[src/rtl/pbwf_pkg.sv]
// Shared types, codes and defaults for the protobuf wire field parser.
`default_nettype none
package pbwf_pkg;

    localparam int MAX_VARINT_BYTES_DEF = 10;
    localparam int LENGTH_WIDTH_DEF     = 32;
    localparam int COUNT_W              = 4;

    typedef enum logic [2:0] {
        PH_KEY     = 3'd0,
        PH_VALUE   = 3'd1,
        PH_FIXED   = 3'd2,
        PH_LENGTH  = 3'd3,
        PH_PAYLOAD = 3'd4
    } phase_t;

    typedef enum logic [2:0] {
        EV_VARINT    = 3'd0,
        EV_FIXED32   = 3'd1,
        EV_FIXED64   = 3'd2,
        EV_PAYLOAD   = 3'd3,
        EV_EMPTY     = 3'd4,
        EV_UNKNOWN   = 3'd5,
        EV_OVERLONG  = 3'd6,
        EV_TRUNCATED = 3'd7
    } event_t;

    localparam logic [2:0] WT_VARINT  = 3'd0;
    localparam logic [2:0] WT_FIXED64 = 3'd1;
    localparam logic [2:0] WT_LENGTH  = 3'd2;
    localparam logic [2:0] WT_FIXED32 = 3'd5;

    typedef struct packed {
        logic [7:0] data_byte;
        logic       end_of_message;
    } in_beat_t;

    typedef struct packed {
        logic [2:0]         event_kind;
        logic [28:0]        field_number;
        logic [2:0]         wire_kind;
        logic [63:0]        raw_value;
        logic signed [63:0] zigzag_value;
        logic [7:0]         payload_byte;
        logic               payload_last;
    } out_beat_t;

    typedef struct packed {
        logic      valid;
        out_beat_t beat;
    } result_t;

endpackage
`default_nettype wire

[src/rtl/pbwf_in_stage.sv]
// Input register for incoming message byte beats.
`default_nettype none
module pbwf_in_stage
    import pbwf_pkg::*;
(
    input  wire logic     clk,
    input  wire logic     rst_n,
    input  wire logic     byte_valid,
    output logic          byte_stall,
    input  wire in_beat_t byte_beat,
    input  wire logic     take,
    output logic          held_valid,
    output in_beat_t      held_beat
);

    logic     valid_reg;
    in_beat_t beat_reg;

    // Hold the beat until the core takes it.
    assign byte_stall = valid_reg && !take;
    assign held_valid = valid_reg;
    assign held_beat  = beat_reg;

    always_ff @(posedge clk or negedge rst_n)
    begin
        if (!rst_n)
        begin
            valid_reg <= 1'b0;
        end
        else if (!byte_stall)
        begin
            valid_reg <= byte_valid;
        end
    end

    always_ff @(posedge clk)
    begin
        if (!byte_stall && byte_valid)
        begin
            beat_reg <= byte_beat;
        end
    end

endmodule
`default_nettype wire

[src/rtl/pbwf_core.sv]
// Parse state and single-byte step logic of the wire field parser.
`default_nettype none
module pbwf_core
    import pbwf_pkg::*;
#(
    parameter int MAX_VARINT_BYTES = MAX_VARINT_BYTES_DEF,
    parameter int LENGTH_WIDTH     = LENGTH_WIDTH_DEF
)
(
    input  wire logic     clk,
    input  wire logic     rst_n,
    input  wire logic     advance,
    input  wire in_beat_t beat,
    output result_t       result
);

    phase_t                  phase_reg,  phase_next,  phase_step;
    logic [63:0]             acc_reg,    acc_next,    acc_step;
    logic [COUNT_W-1:0]      count_reg,  count_next,  count_step;
    logic [LENGTH_WIDTH-1:0] rem_reg,    rem_next,    rem_step;
    logic [28:0]             fnum_reg,   fnum_next,   fnum_step;
    logic [2:0]              wk_reg,     wk_next,     wk_step;

    logic [7:0]         b;
    logic [COUNT_W-1:0] count_inc;
    logic [6:0]         vshift;
    logic [5:0]         fshift;
    logic [63:0]        acc_var;
    logic [63:0]        acc_fix;
    logic               overlong;
    logic               fixed_done;
    logic               truncate;
    logic [31:0]        key;
    logic               len_zero;

    assign b         = beat.data_byte;
    assign count_inc = (count_reg == {COUNT_W{1'b1}}) ? count_reg : count_reg + 1'b1;
    assign vshift    = {3'b000, count_reg} * 7'd7;
    assign fshift    = {count_reg[2:0], 3'b000};
    assign acc_var   = (count_reg < 4'd10) ? (acc_reg | ({57'd0, b[6:0]} << vshift[5:0]))
                                           : acc_reg;
    assign acc_fix   = acc_reg | ({56'd0, b} << fshift);
    assign overlong  = b[7] && (count_inc >= COUNT_W'(MAX_VARINT_BYTES));
    assign key       = acc_var[31:0];
    assign len_zero  = (acc_var[LENGTH_WIDTH-1:0] == '0);
    assign fixed_done = (wk_reg == WT_FIXED64) ? (count_inc == 4'd8) : (count_inc == 4'd4);

    // Advance the parse state by one byte, ignoring end of message.
    always_comb
    begin
        phase_step = phase_reg;
        acc_step   = acc_reg;
        count_step = count_reg;
        rem_step   = rem_reg;
        fnum_step  = fnum_reg;
        wk_step    = wk_reg;
        case (phase_reg)
            PH_KEY, PH_VALUE, PH_LENGTH:
            begin
                acc_step   = acc_var;
                count_step = count_inc;
                if (b[7])
                begin
                    if (overlong)
                    begin
                        phase_step = PH_KEY;
                        acc_step   = '0;
                        count_step = '0;
                    end
                end
                else
                begin
                    acc_step   = '0;
                    count_step = '0;
                    case (phase_reg)
                        PH_KEY:
                        begin
                            fnum_step = key[31:3];
                            wk_step   = key[2:0];
                            case (key[2:0])
                                WT_VARINT:  phase_step = PH_VALUE;
                                WT_FIXED64,
                                WT_FIXED32: phase_step = PH_FIXED;
                                WT_LENGTH:  phase_step = PH_LENGTH;
                                default:    phase_step = PH_KEY;
                            endcase
                        end
                        PH_VALUE:
                        begin
                            phase_step = PH_KEY;
                        end
                        default:
                        begin
                            rem_step   = acc_var[LENGTH_WIDTH-1:0];
                            phase_step = len_zero ? PH_KEY : PH_PAYLOAD;
                        end
                    endcase
                end
            end
            PH_FIXED:
            begin
                acc_step   = acc_fix;
                count_step = count_inc;
                if (fixed_done)
                begin
                    phase_step = PH_KEY;
                    acc_step   = '0;
                    count_step = '0;
                end
            end
            PH_PAYLOAD:
            begin
                if (rem_reg <= LENGTH_WIDTH'(1))
                begin
                    phase_step = PH_KEY;
                    rem_step   = '0;
                end
                else
                begin
                    rem_step = rem_reg - LENGTH_WIDTH'(1);
                end
            end
            default:
            begin
                phase_step = PH_KEY;
                acc_step   = '0;
                count_step = '0;
            end
        endcase
    end

    assign truncate = beat.end_of_message &&
                      ((phase_step != PH_KEY) || (count_step != '0));

    // Next state: drop any open field when the message ends inside it.
    always_comb
    begin
        phase_next = phase_step;
        acc_next   = acc_step;
        count_next = count_step;
        rem_next   = rem_step;
        fnum_next  = fnum_step;
        wk_next    = wk_step;
        if (truncate)
        begin
            phase_next = PH_KEY;
            acc_next   = '0;
            count_next = '0;
            rem_next   = '0;
        end
    end

    // Result of this byte, if any.
    always_comb
    begin
        result.valid             = 1'b0;
        result.beat.event_kind   = EV_VARINT;
        result.beat.field_number = fnum_reg;
        result.beat.wire_kind    = wk_reg;
        result.beat.raw_value    = '0;
        result.beat.zigzag_value = '0;
        result.beat.payload_byte = '0;
        result.beat.payload_last = 1'b0;
        case (phase_reg)
            PH_KEY, PH_VALUE, PH_LENGTH:
            begin
                if (b[7])
                begin
                    if (overlong)
                    begin
                        result.valid           = 1'b1;
                        result.beat.event_kind = EV_OVERLONG;
                        if (phase_reg == PH_KEY)
                        begin
                            result.beat.field_number = '0;
                            result.beat.wire_kind    = '0;
                        end
                    end
                end
                else
                begin
                    case (phase_reg)
                        PH_KEY:
                        begin
                            result.beat.field_number = key[31:3];
                            result.beat.wire_kind    = key[2:0];
                            result.beat.event_kind   = EV_UNKNOWN;
                            result.valid = !((key[2:0] == WT_VARINT) ||
                                             (key[2:0] == WT_FIXED64) ||
                                             (key[2:0] == WT_FIXED32) ||
                                             (key[2:0] == WT_LENGTH));
                        end
                        PH_VALUE:
                        begin
                            result.valid             = 1'b1;
                            result.beat.event_kind   = EV_VARINT;
                            result.beat.raw_value    = acc_var;
                            result.beat.zigzag_value = (acc_var >> 1) ^ {64{acc_var[0]}};
                        end
                        default:
                        begin
                            result.valid           = len_zero;
                            result.beat.event_kind = EV_EMPTY;
                        end
                    endcase
                end
            end
            PH_FIXED:
            begin
                result.valid           = fixed_done;
                result.beat.event_kind = (wk_reg == WT_FIXED64) ? EV_FIXED64 : EV_FIXED32;
                result.beat.raw_value  = acc_fix;
            end
            PH_PAYLOAD:
            begin
                result.valid             = 1'b1;
                result.beat.event_kind   = EV_PAYLOAD;
                result.beat.payload_byte = b;
                result.beat.payload_last = (rem_reg <= LENGTH_WIDTH'(1));
            end
            default:
            begin
                result.valid = 1'b0;
            end
        endcase
        if (truncate)
        begin
            result.valid             = 1'b1;
            result.beat.event_kind   = EV_TRUNCATED;
            result.beat.field_number = (phase_step == PH_KEY) ? 29'd0 : fnum_step;
            result.beat.wire_kind    = (phase_step == PH_KEY) ? 3'd0 : wk_step;
            result.beat.raw_value    = '0;
            result.beat.zigzag_value = '0;
            result.beat.payload_byte = '0;
            result.beat.payload_last = 1'b0;
        end
    end

    always_ff @(posedge clk or negedge rst_n)
    begin
        if (!rst_n)
        begin
            phase_reg <= PH_KEY;
            acc_reg   <= '0;
            count_reg <= '0;
            rem_reg   <= '0;
            fnum_reg  <= '0;
            wk_reg    <= '0;
        end
        else if (advance)
        begin
            phase_reg <= phase_next;
            acc_reg   <= acc_next;
            count_reg <= count_next;
            rem_reg   <= rem_next;
            fnum_reg  <= fnum_next;
            wk_reg    <= wk_next;
        end
    end

endmodule
`default_nettype wire

[src/rtl/pbwf_out_stage.sv]
// Result register for outgoing field event beats.
`default_nettype none
module pbwf_out_stage
    import pbwf_pkg::*;
(
    input  wire logic    clk,
    input  wire logic    rst_n,
    input  wire logic    load,
    input  wire result_t result,
    output logic         free,
    output logic         event_valid,
    input  wire logic    event_stall,
    output out_beat_t    event_beat
);

    logic      valid_reg;
    out_beat_t beat_reg;

    assign free        = !valid_reg || !event_stall;
    assign event_valid = valid_reg;
    assign event_beat  = beat_reg;

    always_ff @(posedge clk or negedge rst_n)
    begin
        if (!rst_n)
        begin
            valid_reg <= 1'b0;
        end
        else if (free)
        begin
            valid_reg <= load && result.valid;
        end
    end

    always_ff @(posedge clk)
    begin
        if (free && load && result.valid)
        begin
            beat_reg <= result.beat;
        end
    end

endmodule
`default_nettype wire

[src/rtl/protobuf_wire_field_parser.sv]
// Top level of the protobuf wire-format field parser.
//
//   channel | direction | beat type  | handshake
//   --------+-----------+------------+------------------------------
//   byte    | in        | in_beat_t  | byte_valid / byte_stall
//   event   | out       | out_beat_t | event_valid / event_stall
//
// One message byte per cycle while nothing stalls: a byte beat is registered,
// stepped through the parse state combinationally and its event, if any,
// lands in the result register at the next edge, so an event is offered in
// the cycle after its byte is taken. Rate is set by the combinational parse
// step; bytes that make no event (key bytes, leading varint bytes, early fixed
// bytes) leave the output idle. Reset clears the parse state to
// "expecting key" and both stage valids. A stall on the event side holds the
// result register, then the input register, and then raises byte_stall.
`default_nettype none
module protobuf_wire_field_parser
    import pbwf_pkg::*;
#(
    parameter int MAX_VARINT_BYTES = MAX_VARINT_BYTES_DEF,
    parameter int LENGTH_WIDTH     = LENGTH_WIDTH_DEF
)
(
    input  wire logic     clk,
    input  wire logic     rst_n,
    input  wire logic     byte_valid,
    output logic          byte_stall,
    input  wire in_beat_t byte_beat,
    output logic          event_valid,
    input  wire logic     event_stall,
    output out_beat_t     event_beat
);

    logic     held_valid;
    in_beat_t held_beat;
    logic     out_free;
    logic     advance;
    result_t  result;

    // Step the parser only when the result register can take its event.
    assign advance = held_valid && out_free;

    pbwf_in_stage u_in_stage (
        .clk        (clk),
        .rst_n      (rst_n),
        .byte_valid (byte_valid),
        .byte_stall (byte_stall),
        .byte_beat  (byte_beat),
        .take       (advance),
        .held_valid (held_valid),
        .held_beat  (held_beat)
    );

    pbwf_core #(
        .MAX_VARINT_BYTES (MAX_VARINT_BYTES),
        .LENGTH_WIDTH     (LENGTH_WIDTH)
    ) u_core (
        .clk     (clk),
        .rst_n   (rst_n),
        .advance (advance),
        .beat    (held_beat),
        .result  (result)
    );

    pbwf_out_stage u_out_stage (
        .clk         (clk),
        .rst_n       (rst_n),
        .load        (advance),
        .result      (result),
        .free        (out_free),
        .event_valid (event_valid),
        .event_stall (event_stall),
        .event_beat  (event_beat)
    );

endmodule
`default_nettype wire
[config.mk]
export PLATFORM = sky130hd
export DESIGN_NAME = protobuf_wire_field_parser
export DESIGN_NICKNAME = d
export VERILOG_FILES = /design/src/rtl/pbwf_pkg.sv /design/src/rtl/pbwf_in_stage.sv /design/src/rtl/pbwf_core.sv /design/src/rtl/pbwf_out_stage.sv /design/src/rtl/protobuf_wire_field_parser.sv
export SDC_FILE = /design/constraint.sdc
export NUM_CORES = 1
export LEC_CHECK = 0
export BUFFER_PORTS_ARGS = -buffer_cell sky130_fd_sc_hd__buf_2
export CAP_MARGIN = 20
export CORE_UTILIZATION = 55
export CTS_CLUSTER_DIAMETER = 40
export DETAILED_ROUTE_END_ITERATION = 16
export PLACE_DENSITY = 0.79
export SYNTH_ARGS = -nofsm -noshare
export SYNTH_HDL_FRONTEND = slang
export SYNTH_SLANG_ARGS = --single-unit
[constraint.sdc]
create_clock -name clk -period 39 [get_ports clk]
set_input_delay 7.8 -clock clk [delete_from_list [all_inputs] [get_ports clk]]
set_output_delay 7.8 -clock clk [all_outputs]
set_load 0.05 [all_outputs]
==> run summary <==
CRITICAL PATH
--------------------------------------------------------------------------------------
Worst-path cell chain                                                     buf_2 > nand3_1 > inv_1 > buf_2
Maximum fanout along the worst path                                                  4
Critical Path AT                                                               8.33 ns
Top cell by count, worst path                                                    buf_2
Delay of the slowest critical-path stage                                       0.25 ns
Required @ worst endpoint                                                     31.20 ns
CP Class                                                                  input pin to primary output
Crit start category                                                          input pin
Reg-to-reg setup timing slack                                                 30.49 ns
CP endpoint kind                                                          primary output
R2R Path Start                                                            u_core.count_reg[2]
Reg2Reg Capture Point                                                     u_out_stage.event_beat[132]
Worst R2R Path Depth                                                                22
Cell type of the slowest stage on the worst timing path                          buf_2

PLACEMENT
--------------------------------------------------------------------------------------
Total cell area at the placement stage                                     0.0177 mm^2
Gp weighted congestion                                                           0.965
Post-place setup slack                                                        22.86 ns
Number of cells after detailed placement                                          2110
Number of buffer cells added on primary ports                                      186
Half-perimeter wire length after detailed placement                           33300 um

MIN PATH
--------------------------------------------------------------------------------------
Hold depth                                                                           1
Sink of the worst hold path                                               u_core.rem_reg[29]
Min-delay worst type                                                      register to register
Hold path start                                                           u_core.rem_reg[29]

LAYOUT
--------------------------------------------------------------------------------------
Final instance count without filler cells                                         2190
Area growth syn-to-layout                                                        16.1%
Max reg flops                                                                      172
Register cell area after layout                                           0.00886 mm^2
Net count of the finished layout                                                  1795
Ratio of cells with drive above 1 in the final layout                            0.184
Area occupied by multi-input gates                                        0.00712 mm^2
Post-route cell area                                                       0.0192 mm^2
Filler Cells Inserted                                                             2364

STA
--------------------------------------------------------------------------------------
Period utilization                                                               0.414
Slew margin rel.                                                                 0.193
Max Freq                                                                      62.0 MHz
Setup-violating endpoint count in the final report                                   0
Endpoints failing hold                                                               0
Unrepaired setup endpoints after global routing                                  false
Maximum clock skew at final layout                                           0.0283 ns
Setup ws final                                                                22.87 ns
Setup TNS after final layout                                                      0 ns
Final critical-path required period                                           16.13 ns
Slew @ Worst Pin                                                               1.21 ns
Final max-slew violation count                                                       0

POWER AND IR DROP
--------------------------------------------------------------------------------------
Lkg Pwr                                                                        7.77 nW
Largest voltage drop on the vdd net                                          0.0731 mV
Power Dens Cells                                                           102 mW/mm^2
Total chip power                                                               1.97 mW

DIE
--------------------------------------------------------------------------------------
Die width                                                                       175 um
Io pins                                                                            187
Placeable core area                                                        0.0296 mm^2
Site Rows                                                                           63
Die outline area                                                           0.0307 mm^2
Initial Utilization                                                              0.559
Chip height                                                                     175 um

YOSYS
--------------------------------------------------------------------------------------
EDFF count, synth                                                                  181
Instance count of the mapped netlist                                              1621
Synthesized area                                                           0.0165 mm^2
Share of synthesized registers carrying an async set or reset                    0.431
Synth area leader                                                             edfxtp_1
Yosys warns                                                                          0
Mapped Nets                                                                       1650
Ys flop type                                                                  edfxtp_1
Flop and latch count out of synthesis                                              318
Mapped Avg Cell Area                                                         10.2 um^2
Fraction of post-synthesis cell area in the top cell type by area                0.329
Sequential-to-total area share from yosys stat                                   0.537
Leading post-synthesis cells by cell area                                 edfxtp_1, dfrtp_1, nor2_1, a22o_1, o22ai_1
Number of distinct standard cells referenced by the synthesized netlist             73

CLOCK NETWORK
--------------------------------------------------------------------------------------
Clock latency on the worst-skew pair                                           0.56 ns
Clock root cell                                                              clkbuf_16
Post-cts resize count                                                                0
Hold_buf cts                                                                         0
TritonCTS clock tree                                                             built
Post-CTS Repair Setup Buffers                                                        0
Clock buffer count from CTS                                                         42
TritonCTS Sinks                                                                    318
Maximum number of buffers from clock root to sink                                    3
Clock transition at the registers of the reported paths                        0.05 ns
Count of H-tree levels built during CTS                                              2

ROUTING
--------------------------------------------------------------------------------------
Iteration count of the initial detailed-routing pass                                 8
Via count normalized by instance count                                            6.56
Number of remaining DRC errors                                                       0
Via total after detailed routing                                                 14400
Number of nets still failing antenna checks after routing                            0
Average wire length per cell after detail routing                              23.8 um
Starting DRC count in detailed routing                                            2257
Total routed wirelength                                                       52000 um

GLOBAL ROUTE
--------------------------------------------------------------------------------------
Number of antenna violations at the first check in global routing                    0
Global-route wire length before repair                                        78100 um
Grt total ovfl                                                                       0
Via count of the first global-routing pass                                       13500
Pin count of the biggest net entering global routing                                93
Total global-route track usage                                                   0.333

RUN STATUS
--------------------------------------------------------------------------------------
Result of the run                                                            completed

JOB
--------------------------------------------------------------------------------------
Max-cap violations                                                                   0

cell type report:
| cell class | count | share of cell area |
|---|---|---|
| sequential | 318 | 0.462 |
| timing repair buffer | 220 | 0.0624 |
| tap | 390 | 0.0254 |
| clock buffer | 46 | 0.0566 |
| inverter | 22 | 0.00437 |
| antenna | 1 | 0.000130 |
| multi-input combinational | 1162 | 0.371 |
| clock inverter | 31 | 0.0179 |
where the power goes:
group	switching, mW	leakage (nW)	internal, mW	total, mW
clock network	0.158	0.695	0.232	0.390
registers	0.0482	3.57	0.502	0.550
logic	0.770	3.50	0.255	1.02
total	0.976	7.77	0.990	1.97
cell usage in the layout, fill, tap and decap left out, drive strengths merged, types with 12 or more instances in the layout:
master   synthesis  layout
dfrtp          137     137
nand2           79      79
nor2           266     266
a22o            84      84
edfxtp         181     181
mux2i           12      12
o21ai          119     119
a21oi          131     131
buf             32     220
ha              12      12
nor3            17      17
o2bb2ai         26      26
clkbuf          87      46
nand3           16      16
inv             21      27
o22ai          116     116
o21a            43      43
clkinv           1      18
xnor2           72      72
Yosys cell counts, types with 9 or more instances:
library cell	number
o21ai_0	117
inv_1	19
o22ai_1	116
clkbuf_1	87
nand3_1	15
nor3_1	16
o2bb2ai_1	26
mux2i_1	12
buf_2	16
and3_1	10
and2_1	10
or3_1	10
dfrtp_1	137
edfxtp_1	181
xnor2_1	72
nor4_1	10
nor2b_1	9
a21oi_1	129
a22o_1	84
nand2_1	79
mux2_2	11
o21a_1	43
a32o_1	11
nor2_1	266
ha_1	12
per-stage QoR:
stage                      util  hold WS (ns)
after floorplan               -         0.474
after global placement    0.600         0.495
after detailed placement  0.600         0.493
after CTS                 0.648         0.512
after global routing      0.649         0.521
final                     0.649         0.519
critical path, delay by kind of cell:
family	cells	cell delay [ns]
simple gates	1	0.10
buf+inv	3	0.43
kinds of logic after synthesis:
group	count (synthesis)	share of synthesized area
fa+ha+maj	16	0.0139
compound gates	579	0.229
xor+xnor	78	0.0414
buf+inv	141	0.0369
simple gates	464	0.125
flops	318	0.537
mux	25	0.0175
worst max-delay path by stage:
stage / from / endpoint / cells past startpoint
after global routing: event_stall / byte_stall / 4
after global placement: event_stall / byte_stall / 4
final: event_stall / byte_stall / 4
after floorplan: event_stall / u_out_stage.event_beat[0] / 4
after detailed placement: event_stall / byte_stall / 4
after CTS: event_stall / byte_stall / 4
routing by layer:
layer / vias up / GRT usage / wire length, um
met3: 170 / 0.0660 / 5120
met2: 884 / 0.522 / 24000
met1: 6974 / 0.438 / 20200
li1: 6330 / - / -
met5: - / 0 / 0
met4: 0 / 0.182 / 2710
Note: power is estimated with default switching activity, not from simulation.
